==> config.mk <==
export PLATFORM = sky130hd
export DESIGN_NAME = palette_run_length_encoder_unit
export DESIGN_NICKNAME = d
export VERILOG_FILES = /design/src/rtl/core/prle_pkg.sv /design/src/rtl/core/palette_run_length_encoder_unit.sv /design/src/rtl/core/prle_encoder.sv /design/src/rtl/core/prle_serializer.sv
export SDC_FILE = /design/constraint.sdc
export NUM_CORES = 1
export LEC_CHECK = 0
export ABC_AREA = 1
export BUFFER_PORTS_ARGS = -buffer_cell sky130_fd_sc_hd__buf_2
export CORE_UTILIZATION = 55
export CTS_CLUSTER_SIZE = 12
export DETAILED_ROUTE_END_ITERATION = 12
export GPL_ROUTABILITY_DRIVEN = 0
export PLACE_DENSITY = 0.73
export SYNTH_ARGS = -nofsm -noshare
export SYNTH_HDL_FRONTEND = slang
export SYNTH_SLANG_ARGS = --single-unit
==> constraint.sdc <==
create_clock -name clk -period 7.4 [get_ports clk]
set_input_delay 0.37 -clock clk [delete_from_list [all_inputs] [get_ports clk]]
set_output_delay 0.37 -clock clk [all_outputs]
set_load 0.02 [all_outputs]
==> src/rtl/core/prle_pkg.sv <==
// prle_pkg: shared types, constants and run coding for the palette run-length encoder
`timescale 1ns / 1ps
`default_nettype none
package prle_pkg;

	localparam int DefaultMaxRun = 255;
	localparam int MaxBytes      = 4;
	localparam int CountW        = 3;
	localparam int ByteIdxW      = 2;
	localparam logic [7:0] ShortLenMax = 8'd15;
	localparam int NibbleShift   = 4;

	typedef struct packed {
		logic [7:0] pixel_index;
		logic       row_end;
	} in_item_t;

	typedef struct packed {
		logic [7:0] code_byte;
		logic       last_byte;
	} out_item_t;

	// bytes caused by one pixel, byte 0 goes out first
	typedef struct packed {
		logic                          valid;
		logic [CountW-1:0]             count;
		logic [MaxBytes-1:0][7:0]      bytes;
	} byte_bundle_t;

	typedef struct packed {
		logic            two;
		logic [1:0][7:0] b;
	} run_code_t;

	// one byte (len:idx nibbles) or two bytes (idx, len)
	function automatic run_code_t run_code(input logic [7:0] value, input logic [7:0] len,
			input logic small_mode);
		run_code_t rc;
		rc = '0;
		if (small_mode && (len <= ShortLenMax) && (value <= ShortLenMax)) begin
			rc.two  = 1'b0;
			rc.b[0] = value | 8'(len << NibbleShift);
			rc.b[1] = 8'd0;
		end else begin
			rc.two  = 1'b1;
			rc.b[0] = value;
			rc.b[1] = len;
		end
		return rc;
	endfunction

endpackage
`default_nettype wire

==> src/rtl/core/palette_run_length_encoder_unit.sv <==
// palette_run_length_encoder_unit: top level of the palette run-length encoder
// palette indices come in one pixel per transaction with a row-end flag; runs of equal
// indices inside a row close on an index change, at MAX_RUN pixels, or at row end, and
// each closed run goes out as index then length, or as one byte (length high nibble,
// index low nibble) when small_palette is set and both fit in a nibble. the run state and
// the up-to-four result bytes of a pixel are formed in a single registered pass, so a new
// pixel can enter every cycle while the byte serializer keeps up. the output carries one
// byte per transaction, so a pixel that causes n bytes holds the output for n transactions;
// the sustained pixel rate is set by that one-byte output port. one bundle register plus
// the serializer's own hold register let the next pixel be taken while a finished byte is
// still waiting. last_byte marks the final byte caused by a pixel. the user must write
// small_palette through cfg_wr_en/cfg_wr_data only while idle; the unit does not enforce it.
`timescale 1ns / 1ps
`default_nettype none
module palette_run_length_encoder_unit #(
	parameter int MAX_RUN = prle_pkg::DefaultMaxRun
) (
	input  wire logic                clk,
	input  wire logic                arst_n,
	input  wire logic                cfg_wr_en,
	input  wire logic                cfg_wr_data,
	input  wire logic                in_valid,
	output logic                     in_stall,
	input  wire prle_pkg::in_item_t  in_data,
	output logic                     out_valid,
	input  wire logic                out_stall,
	output prle_pkg::out_item_t      out_data
);

	// configuration register
	logic small_palette_q;

	// handshake between the stages
	logic                   in_accept;
	logic                   take;
	prle_pkg::byte_bundle_t bundle_s1;

	always_ff @(posedge clk or negedge arst_n) begin
		if (!arst_n) begin
			small_palette_q <= 1'b0;
		end else if (cfg_wr_en) begin
			small_palette_q <= cfg_wr_data;
		end
	end

	// bundle register is free when empty or being moved into the serializer this cycle
	assign in_stall  = bundle_s1.valid && !take;
	assign in_accept = in_valid && !in_stall;

	prle_encoder #(
		.MAX_RUN(MAX_RUN)
	) u_encoder (
		.clk          (clk),
		.arst_n       (arst_n),
		.small_palette(small_palette_q),
		.accept       (in_accept),
		.item         (in_data),
		.take         (take),
		.bundle_s1    (bundle_s1)
	);

	prle_serializer u_serializer (
		.clk      (clk),
		.arst_n   (arst_n),
		.bundle_s1(bundle_s1),
		.take     (take),
		.out_valid(out_valid),
		.out_stall(out_stall),
		.out_data (out_data)
	);

`ifndef SYNTHESIS
	// a byte that is not the last of its pixel is always followed by another
	a_more_bytes: assert property (@(posedge clk) disable iff (!arst_n)
		out_valid && !out_stall && !out_data.last_byte |=> out_valid)
		else $error("byte sequence cut short");

	// input stalls only while both the bundle register and the serializer are busy
	a_stall_busy: assert property (@(posedge clk) disable iff (!arst_n)
		in_stall |-> (bundle_s1.valid && out_valid))
		else $error("input stalled with a free stage");

	// a waiting bundle moves into an idle serializer at once
	a_bundle_moves: assert property (@(posedge clk) disable iff (!arst_n)
		bundle_s1.valid && !out_valid |=> out_valid)
		else $error("bundle not moved to idle serializer");

	// a held bundle never claims more bytes than one pixel can cause
	a_count_range: assert property (@(posedge clk) disable iff (!arst_n)
		bundle_s1.valid |-> (bundle_s1.count != 3'd0 && bundle_s1.count <= 3'd4))
		else $error("bundle byte count out of range");
`endif

endmodule
`default_nettype wire

==> src/rtl/core/prle_encoder.sv <==
// prle_encoder: run state and per-pixel byte bundle register
`timescale 1ns / 1ps
`default_nettype none
module prle_encoder #(
	parameter int MAX_RUN = prle_pkg::DefaultMaxRun
) (
	input  wire logic               clk,
	input  wire logic               arst_n,
	input  wire logic               small_palette,
	input  wire logic               accept,
	input  wire prle_pkg::in_item_t item,
	input  wire logic               take,
	output prle_pkg::byte_bundle_t  bundle_s1
);

	localparam logic [7:0] MaxRunW = 8'(MAX_RUN);

	logic       run_open_q;
	logic [7:0] run_value_q;
	logic [7:0] run_length_q;

	logic                      emit_a;
	logic [7:0]                new_value;
	logic [7:0]                new_len;
	prle_pkg::run_code_t       code_a;
	prle_pkg::run_code_t       code_b;
	logic [prle_pkg::CountW-1:0] na;
	logic [prle_pkg::CountW-1:0] nb;
	prle_pkg::byte_bundle_t    bundle_d;

	always_comb begin
		emit_a = run_open_q &&
			((item.pixel_index != run_value_q) || (run_length_q >= MaxRunW));
		if (!run_open_q || emit_a) begin
			new_value = item.pixel_index;
			new_len   = 8'd1;
		end else begin
			new_value = run_value_q;
			new_len   = run_length_q + 8'd1;
		end
		code_a = prle_pkg::run_code(run_value_q, run_length_q, small_palette);
		code_b = prle_pkg::run_code(new_value, new_len, small_palette);
		na = emit_a ? (code_a.two ? 3'd2 : 3'd1) : 3'd0;
		nb = item.row_end ? (code_b.two ? 3'd2 : 3'd1) : 3'd0;

		bundle_d = '0;
		bundle_d.bytes[0] = code_a.b[0];
		bundle_d.bytes[1] = code_a.b[1];
		case (na)
			3'd0: begin
				bundle_d.bytes[0] = code_b.b[0];
				bundle_d.bytes[1] = code_b.b[1];
			end
			3'd1: begin
				bundle_d.bytes[1] = code_b.b[0];
				bundle_d.bytes[2] = code_b.b[1];
			end
			default: begin
				bundle_d.bytes[2] = code_b.b[0];
				bundle_d.bytes[3] = code_b.b[1];
			end
		endcase
		bundle_d.count = na + nb;
		bundle_d.valid = (bundle_d.count != '0);
	end

	always_ff @(posedge clk or negedge arst_n) begin
		if (!arst_n) begin
			run_open_q   <= 1'b0;
			run_value_q  <= 8'd0;
			run_length_q <= 8'd0;
			bundle_s1    <= '0;
		end else begin
			if (accept) begin
				if (item.row_end) begin
					run_open_q   <= 1'b0;
					run_value_q  <= 8'd0;
					run_length_q <= 8'd0;
				end else begin
					run_open_q   <= 1'b1;
					run_value_q  <= new_value;
					run_length_q <= new_len;
				end
				bundle_s1 <= bundle_d;
			end else if (take) begin
				bundle_s1.valid <= 1'b0;
			end
		end
	end

endmodule
`default_nettype wire

==> src/rtl/core/prle_serializer.sv <==
// prle_serializer: sends a byte bundle out one byte per transaction
`timescale 1ns / 1ps
`default_nettype none
module prle_serializer (
	input  wire logic                   clk,
	input  wire logic                   arst_n,
	input  wire prle_pkg::byte_bundle_t bundle_s1,
	output logic                        take,
	output logic                        out_valid,
	input  wire logic                   out_stall,
	output prle_pkg::out_item_t         out_data
);

	prle_pkg::byte_bundle_t          hold_q;
	logic [prle_pkg::ByteIdxW-1:0]   idx_q;
	logic                            at_last;
	logic                            fire;

	always_comb begin
		out_valid = hold_q.valid;
		at_last   = ({1'b0, idx_q} + 3'd1) == hold_q.count;
		fire      = hold_q.valid && !out_stall;
		take      = bundle_s1.valid && (!hold_q.valid || (fire && at_last));
		out_data.code_byte = hold_q.bytes[idx_q];
		out_data.last_byte = at_last;
	end

	always_ff @(posedge clk or negedge arst_n) begin
		if (!arst_n) begin
			hold_q <= '0;
			idx_q  <= '0;
		end else begin
			if (take) begin
				hold_q <= bundle_s1;
				idx_q  <= '0;
			end else if (fire) begin
				if (at_last) begin
					hold_q.valid <= 1'b0;
					idx_q        <= '0;
				end else begin
					idx_q <= idx_q + 2'd1;
				end
			end
		end
	end

endmodule
`default_nettype wire

Word-level counts from Yosys, hierarchy flattened. Index checks and enable logic that the tools add are counted. W data, S select, Z words.

$add $sub $neg: 4. Bitwise logic cells: 2. $lt $le $gt $ge: 6. Equality and inequality tests: 3. Multiplexer cells: 25. Reduce and logical (&&, ||, !) cells: 25.

Operators by type and width (count): $mux W8 (7); $mux W17 (2); $le A8 B4 Y1 const B (4); $pmux W8 S2 (2); $bmux W8 S2 (1); $or A8 B8 Y8 (2); $logic_and A1 B1 Y1 (10); $mux W2 (5); $add A8 B1 Y8 const B (1); $ge A8 B8 Y1 const B (1); $ne A8 B8 Y1 (1); $mux W1 (6); $mux W3 (2); $reduce_bool A2 Y1 (3); $logic_not A1 Y1 (5); $add A2 B1 Y3 const B (1); $add A3 B3 Y3 (1); $eq A3 B1 Y1 const B (1); $eq A3 B3 Y1 (1); $logic_not A3 Y1 (1); $logic_or A1 B1 Y1 (3); $lt A2 B3 Y1 const B (1); $reduce_bool A3 Y1 (1); $add A2 B1 Y2 const B (1); other kinds (2) (2).

Flip-flop bits (word level): 92. Bits of input ports: 15. Output and inout bits: 11.

Longest topological paths before layout. Gate-level depths: netlist of run 1.

Depth in word-level cells: 14. Depth in mapped cells: 16. Mapped depth without buffers: 15.

By module. Synthesis of run 1 repeated with hierarchy kept, for this count alone.

Cells, all modules: 564. Area total of the unflattened synthesis: 4633.2 sq um.

By module, submodules not included: prle_encoder (area an instance 2720.1 sq um, instances 1, cells an instance 327); prle_serializer (area an instance 1851.8 sq um, instances 1, cells an instance 228); palette_run_length_encoder_unit (area an instance 61.3 sq um, instances 1, cells an instance 9).

Least setup slack after synthesis of run 1. Ideal clock, no wire load.

Path kind: register to register. Start: reg u_encoder.run_length_q[0]. End: reg u_encoder.bundle_s1[33] (netlist name). Path slack: 5040 ps. Clock period less this slack: 2360 ps. Cell stages (with the launch flop): 14. Path buffers: 0. Library setup time: 117 ps. Arrival: 2243 ps. Path through: dfrtp_1 ha_1 nand3_2 nor2_4 nand3_2 nand4_1 nand3_2 nor2_4 nand2_2 nor2_1 ha_1 fa_1 nand2_1 nand2_1.

RTL lines: from (decl) (RTL line prle_encoder.sv:20) `logic [7:0] run_length_q;`; from (signal assigned) (RTL line prle_encoder.sv:82) `run_length_q <= new_len;`.

Final worst setup path of run 1.
Start: reg u_serializer.idx_q[0] (netlist name). End: reg u_encoder.bundle_s1[16] (netlist name).

Word-level cells in the longest chain between the ends: 9.

Ends and longest elaborated chain: from (decl) (RTL line prle_serializer.sv:15) `logic [prle_pkg::ByteIdxW-1:0] idx_q;`; from (signal assigned) (RTL line prle_serializer.sv:41) `idx_q <= idx_q + 2'd1;`; $add A2 B1 Y3 (RTL line prle_serializer.sv:21) `at_last = ({1'b0, idx_q} + 3'd1) == hold_q.count;`; $eq A3 B3 Y1 (RTL line prle_serializer.sv:21); $logic_and A1 B1 Y1 (RTL line prle_serializer.sv:23) `take = bundle_s1.valid && (!hold_q.valid || (fire && at_last));`; $logic_or A1 B1 Y1 (RTL line prle_serializer.sv:23); $logic_and A1 B1 Y1 (RTL line prle_serializer.sv:23); $logic_not A1 Y1 (RTL line palette_run_length_encoder_unit.sv:47) `assign in_stall = bundle_s1.valid && !take;`; $logic_and A1 B1 Y1 (RTL line palette_run_length_encoder_unit.sv:47); $logic_not A1 Y1 (RTL line palette_run_length_encoder_unit.sv:48) `assign in_accept = in_valid && !in_stall;`; $logic_and A1 B1 Y1 (RTL line palette_run_length_encoder_unit.sv:48).

Every way passes these cells. A chain may end at the register's enable or synchronous reset.

==> impl_metrics.yaml, run 1 <==
status:
  status: "finished, violations left"
  violations: "negative hold slack"
cts:
  cts_buffer_depth: 2
  htreeDepth: 3
  postCtsSetupRepairBufs: 0
  clk_latency_ns: 0.36
  ctsResizeCount: 0
  clkTransAtPathRegs_ns: 0.10
  cts_root_buffer: "clkbuf_8"
  cts_buffers: 9
  clkSinkCount: 92
  cts_hold_buf: 0
  tritoncts: "yes"
finish:
  area_delta_synth_final_pct: 8.28
  multiInputGateArea_mm2: 0.00184
  final_util_pct: 62.6
  seq_area_mm2: 0.00230
  drive_above_1_share_pct: 13.3
  nNetsFinal: 586
  diodes: 0
  fillers: 699
synth:
  syn_area_per_cell_um2: 8.18
  yosys_warnings: 0
  synth_top_area_share_pct: 50.8
  synthArstFlopShare_pct: 100
  synthCells: 554
  syn_nets: 573
  ys_types: 38
  synth_top_flop_cell: "dfrtp_1"
  synth_top_area_cell: "dfrtp_1"
  seq_area_frac_synth_pct: 50.8
  synth_common_cells: "156 x nand2_1, 92 x dfrtp_1, 54 x inv_1"
  ys_ff_latch: 92
  synth-edff-count: 0
  syn_area_mm2: 0.00453
  yosysMostFrequentCell: "nand2_1"
  synth_area_leaders: "dfrtp_1 51%, nand2_1 13%, inv_1 4.5%, nor2_1 4.0%, o21ai_0 3.6%"
worst_setup_path:
  arrival_ns: 3.43
  r2r_cells: 11
  timing.critical_path.fanout_max: 67
  rrSetupSlack_ns: 4.20
  end_kind: "register"
  path_class: "register to register"
  worstPathRequired_ns: 7.63
  rr_startpoint: "u_serializer.idx_q[0]"
  timing.rr.end: "u_encoder.bundle_s1[16]"
  startpoint_type: "register"
timing:
  fin_tns_setup_ns: 0
  finalCritPeriodShare_pct: 43.2
  drv_slew: 0
  slew_headroom_pct: 28.9
  hold_viol: 5
  fin_hold_ws_ns: -0.00772
  tightestPinTransition_ns: 1.07
  fin_crit_ns: 3.20
  clock_skew_ns: 0.0116
  setup_viol: 0
  fmax_mhz: 313
  grt_setup_unrepaired: "false"
  layout_setup_ws_ns: 4.20
floorplanning:
  start_util_pct: 57.8
  die_x_um: 92.8
  coreArea_mm2: 0.00785
  die_h_um: 92.8
  dieArea_mm2: 0.00861
  ios: 26
  rows: 32
min_path:
  hp-class: "input port to async pin"
grt:
  globalRouteOverflowTotal: 0
  grt_start_max_net_pins: 68
  grt_usage_pct: 25.4
  grt_pass1_vias: 3576
  antenna_found_initial: 0
  grt_pass1_wl_um: 17100
pwr:
  irDropWorstVdd_v: 0.000130
  power_mw: 2.01
  power.density_mw_per_mm2: 409
  power.leakage_nw: 2.46
placement:
  pre_cts_slack_ns: 4.23
  port_buffers: 25
  dp_hpwl_um: 6700
detailed_routing:
  drcViolationCount: 0
  vias: 3630
  ant_nets: 0
  via_per_inst: 5.39
  initialDrtViolationCount: 191
  drt-wirelength-per-cell_um: 14.3
  routed_wl_um: 9660
  drtPass1Iterations: 4
run:
  maxCapViolCount: 0
[layer usage]
metal	global-route usage, %	part of all wire [%]	vias to the layer above
li1	-	-	1814
met1	35.9	48	1711
met2	39.3	47	90
met3	4.27	3.9	15
met4	9.62	1.7	0
met5	0	0	-
[power by group]
part	internal [mW]	total, mW	leakage [nW]	switching (mW)
Combinational	0.257	0.767	1.15	0.510
Sequential	0.687	0.819	1.19	0.132
Clock	0.237	0.422	0.127	0.185
[kinds of logic (layout without fill, tap and decap cells)]
group | Yosys count | in the layout | synth area share [%]
xor gates and xnor gates | 6 | 6 | 1.16
AOI/OAI and AO/OA | 115 | 115 | 14.5
DFF | 92 | 92 | 50.8
adders and majority gates | 4 | 4 | 1.27
and+or+nand+nor | 246 | 246 | 23.7
buffers and inverters | 91 | 109 | 8.66
[sequential cells by signal (all words and copies together), names as in the netlist]
signal,flops
u_serializer.hold_q,35
u_encoder.run_open_q,1
u_encoder.run_value_q,8
u_serializer.out_valid,1
u_encoder.bundle_s1,36
u_encoder.run_length_q,8
small_palette_q,1
u_serializer.idx_q,2
[final cells by class]
| cell class | count | share of cell area [%] |
|---|---|---|
| flip-flops and latches | 92 | 46.9 |
| clock inverters | 6 | 2.37 |
| repair buffers | 26 | 2.75 |
| well taps | 102 | 2.60 |
| inverters | 67 | 5.12 |
| clock buffers | 10 | 2.80 |
| multi-input cells | 371 | 37.5 |
[layout by cell type (no fill, tap or decap), types with 4 or more instances in the layout]
cell,n
nand2_1,156
dfrtp_1,92
inv_1,54
nor2_1,48
o21ai_0,33
o21ai_1,28
buf_2,24
o22ai_1,20
nand3_1,17
a21oi_1,17
inv_2,13
clkbuf_8,10
nand3_2,5
nor2_4,4
nand4_1,4
a31oi_1,4
o211ai_1,4
[worst max-delay path: stages, from the launching register on]
cell     delay, ns
dfrtp_1       0.71
ha_1          0.35
xnor2_1       0.20
nand3_2       0.14
o21ai_2       0.17
inv_2         0.09
nand2_4       0.08
nand2_4       0.11
inv_2         0.79
o21ai_0       0.22
inv_1         0.10
a22oi_1       0.07
[metrics by stage]
step,cells,instance area [um^2]
after floorplan,554,4530
after global placement,658,4660
after detailed placement,658,4660
after CTS,674,4910
after global routing,674,4910
final,674,4910
[how the worst max path moves through the flow]
stage               cells after the start  slack (ns)                       from                      end
floorplan                              13        5.04  u_encoder.run_length_q[0]  u_encoder.bundle_s1[33]
global placement                       11        4.37      u_serializer.idx_q[0]  u_encoder.bundle_s1[16]
detailed placement                     11        4.23      u_serializer.idx_q[0]   u_encoder.bundle_s1[7]
CTS                                    11        4.20      u_serializer.idx_q[0]   u_encoder.bundle_s1[7]
global route                           11        3.79      u_serializer.idx_q[0]   u_encoder.bundle_s1[6]
finish                                 11        4.20      u_serializer.idx_q[0]  u_encoder.bundle_s1[16]
No activity file was read; power rests on OpenSTA's default activity.
==> run 2: changes to the inputs <==
- ABC_AREA: 1 -> 0
- PLACE_DENSITY: 0.73 -> 0.76
- clock period: 7.4 -> 2.6 ns (I/O delays scaled with it)
==> run 2 against run 1 <==
The flow now finishes without violations. Global-route usage decreased by 0.45 points. Hold slack improved by 0.058 ns. Clock-buffer cell count grew 1. Critical path depth is 1 lower. Non-clock buffer count up 25. Final area is 4.3% higher. Synthesized area rose by 1.7%. Clock power is 100% higher. Critical endpoint is now u_encoder.bundle_s1[33].
==> impl_metrics.yaml, run 2 <==
status:
  status: "finished clean"
finish:
  top_register: "u_encoder.bundle_s1"
  fin_cells: 546
  seq_area_mm2: 0.00231
  top_regs: "u_encoder.bundle_s1: 36 flops, u_serializer.hold_q: 35 flops"
  drive_above_1_share_pct: 29.7
  nNetsFinal: 456
  mostFrequentLayoutCells: "89 x dfrtp_1, 52 x nand2_1, 32 x mux2_2, 24 x buf_2, 22 x buf_4"
  largest_reg_flops: 36
  area_delta_synth_final_pct: 11.0
  fillers: 661
  layout_commonest_cell: "dfrtp_1"
  multiInputGateArea_mm2: 0.00212
  diodes: 0
cts:
  cts_root_buffer: "clkbuf_8"
  cts_buffer_depth: 2
  clkTransAtPathRegs_ns: 0.08
  clk_latency_ns: 0.36
  tritoncts: "yes"
  cts_buffers: 9
  htreeDepth: 3
  clkSinkCount: 92
grt:
  antenna_found_initial: 0
  grt_usage_pct: 24.9
  grt_start_max_net_pins: 51
  grt_pass1_wl_um: 16500
  globalRouteOverflowTotal: 0
  grt_pass1_vias: 3190
floorplanning:
  coreArea_mm2: 0.00818
  die_x_um: 93.6
  ios: 26
  die_h_um: 93.6
  rows: 33
  start_util_pct: 56.4
  dieArea_mm2: 0.00876
synth:
  ys_ff_latch: 92
  synth_area_leaders: "dfrtp_1 50%, mux2_2 7.8%, nand2_1 4.2%, mux4_2 3.9%, xor2_1 2.3%"
  synth_common_cells: "92 x dfrtp_1, 52 x nand2_1, 32 x mux2_2"
  synthCells: 403
  yosysMostFrequentCell: "dfrtp_1"
  ys_types: 65
  yosys_warnings: 0
  synth_top_area_cell: "dfrtp_1"
  syn_area_mm2: 0.00461
  synthArstFlopShare_pct: 100
  synth-edff-count: 0
  synth_top_area_share_pct: 49.9
  syn_area_per_cell_um2: 11.4
  synth_top_flop_cell: "dfrtp_1"
  syn_nets: 422
  seq_area_frac_synth_pct: 49.9
detailed_routing:
  initialDrtViolationCount: 191
  ant_nets: 0
  via_per_inst: 5.91
  routed_wl_um: 10000
  drtPass1Iterations: 5
  drcViolationCount: 0
  drt-wirelength-per-cell_um: 18.3
  vias: 3228
timing:
  setup_viol: 0
  fmax_mhz: 403
  drv_slew: 0
  fin_hold_ws_ns: 0.0500
  hold_viol: 0
  clock_skew_ns: 0.0110
  fin_tns_setup_ns: 0
  slew_headroom_pct: 62.0
  fin_crit_ns: 2.48
  tightestPinTransition_ns: 0.570
  finalCritPeriodShare_pct: 95.4
  grt_setup_unrepaired: "false"
pwr:
  irDropWorstVdd_v: 0.000547
  power.density_mw_per_mm2: 1070
  power.leakage_nw: 2.35
  power_mw: 5.50
worst_setup_path:
  path_class: "register to register"
  arrival_ns: 2.78
  startpoint_type: "register"
  end_kind: "register"
  timing.critical_path.fanout_max: 7
  rrSetupSlack_ns: 0.12
  worstPathRequired_ns: 2.90
run:
  maxCapViolCount: 0
min_path:
  hp-class: "input port to register"
placement:
  port_buffers: 25
  dp_hpwl_um: 7220
  place_inst: 528
==> run 2: path summary, 6_finish.rpt <==
kind / start / end / cells past startpoint
max: u_encoder.run_length_q[6] / u_encoder.bundle_s1[33] / 10
min: in_data[1] / u_encoder.run_value_q[0] / 3
max reg2reg: u_encoder.run_length_q[6] / u_encoder.bundle_s1[33] / 10
min reg2reg: u_encoder.bundle_s1[5] / u_encoder.bundle_s1[5] / 2
max in group asynchronous: arst_n / u_serializer.hold_q[29] / 3
min in group asynchronous: arst_n / u_encoder.bundle_s1[15] / 2
==> run 2: what timing repair did <==
item / in CTS / in global routing
hold endpoints to repair: 43 / 1
gates resized for setup: 0 / 1
endpoints found under the setup margin: 0 / 1
setup buffers: 0 / 0
hold buffers: 2 / 1
==> run 2: where the power goes <==
group	total, mW	switching, mW	internal [mW]
Combinational	2.43	1.34	1.09
Clock	0.856	0.489	0.367
Sequential	2.21	0.305	1.91
==> run 2: cell type report <==
cell class / instances / area share (%)
Timing Repair Buffer: 51 / 6.94
Inverter: 9 / 0.660
Multi-Input combinational cell: 274 / 41.5
Clock inverter: 4 / 0.513
Tap cell: 105 / 2.57
Sequential cell: 92 / 45.1
Clock buffer: 11 / 2.76
==> run 2: cells by family after synthesis <==
logic type                 synth area share, %
and+or+nand+nor                           14.4
AOI/OAI and AO/OA                         12.9
DFF                                       49.9
buffers and inverters                     4.56
xor gates and xnor gates                  3.04
adders and majority gates                 1.25
muxes                                     14.0
==> run 2: worst max-delay path, cell delays in order (launching register included) <==
cell and delay (ns):
dfrtp_1 0.51, and3_1 0.28, nand3_1 0.20, xnor2_1 0.17, and3_1 0.20, a21oi_2 0.17
nor2_1 0.08, ha_2 0.18, fa_1 0.53, nand2_1 0.05, nand2_1 0.05
==> run 2: through the flow <==
| step | utilization, % | area [um^2] | setup slack (ns) |
|---|---|---|---|
| after floorplan | - | 4640 | 0.00473 |
| after global placement | 60.2 | 4920 | 0.214 |
| after detailed placement | 60.2 | 4920 | 0.147 |
| after CTS | 62.5 | 5110 | 0.114 |
| after global routing | 62.6 | 5120 | 0.00392 |
| final | 62.6 | 5120 | 0.118 |
==> run 2: per-layer routing <==
metal / up-vias / GRT usage [%] / part of all wire, %
li1: 1508 / - / -
met1: 1607 / 36.5 / 48
met2: 97 / 37.7 / 46
met3: 16 / 4.47 / 4.6
met4: 0 / 8.21 / 1.3
met5: - / 0 / 0
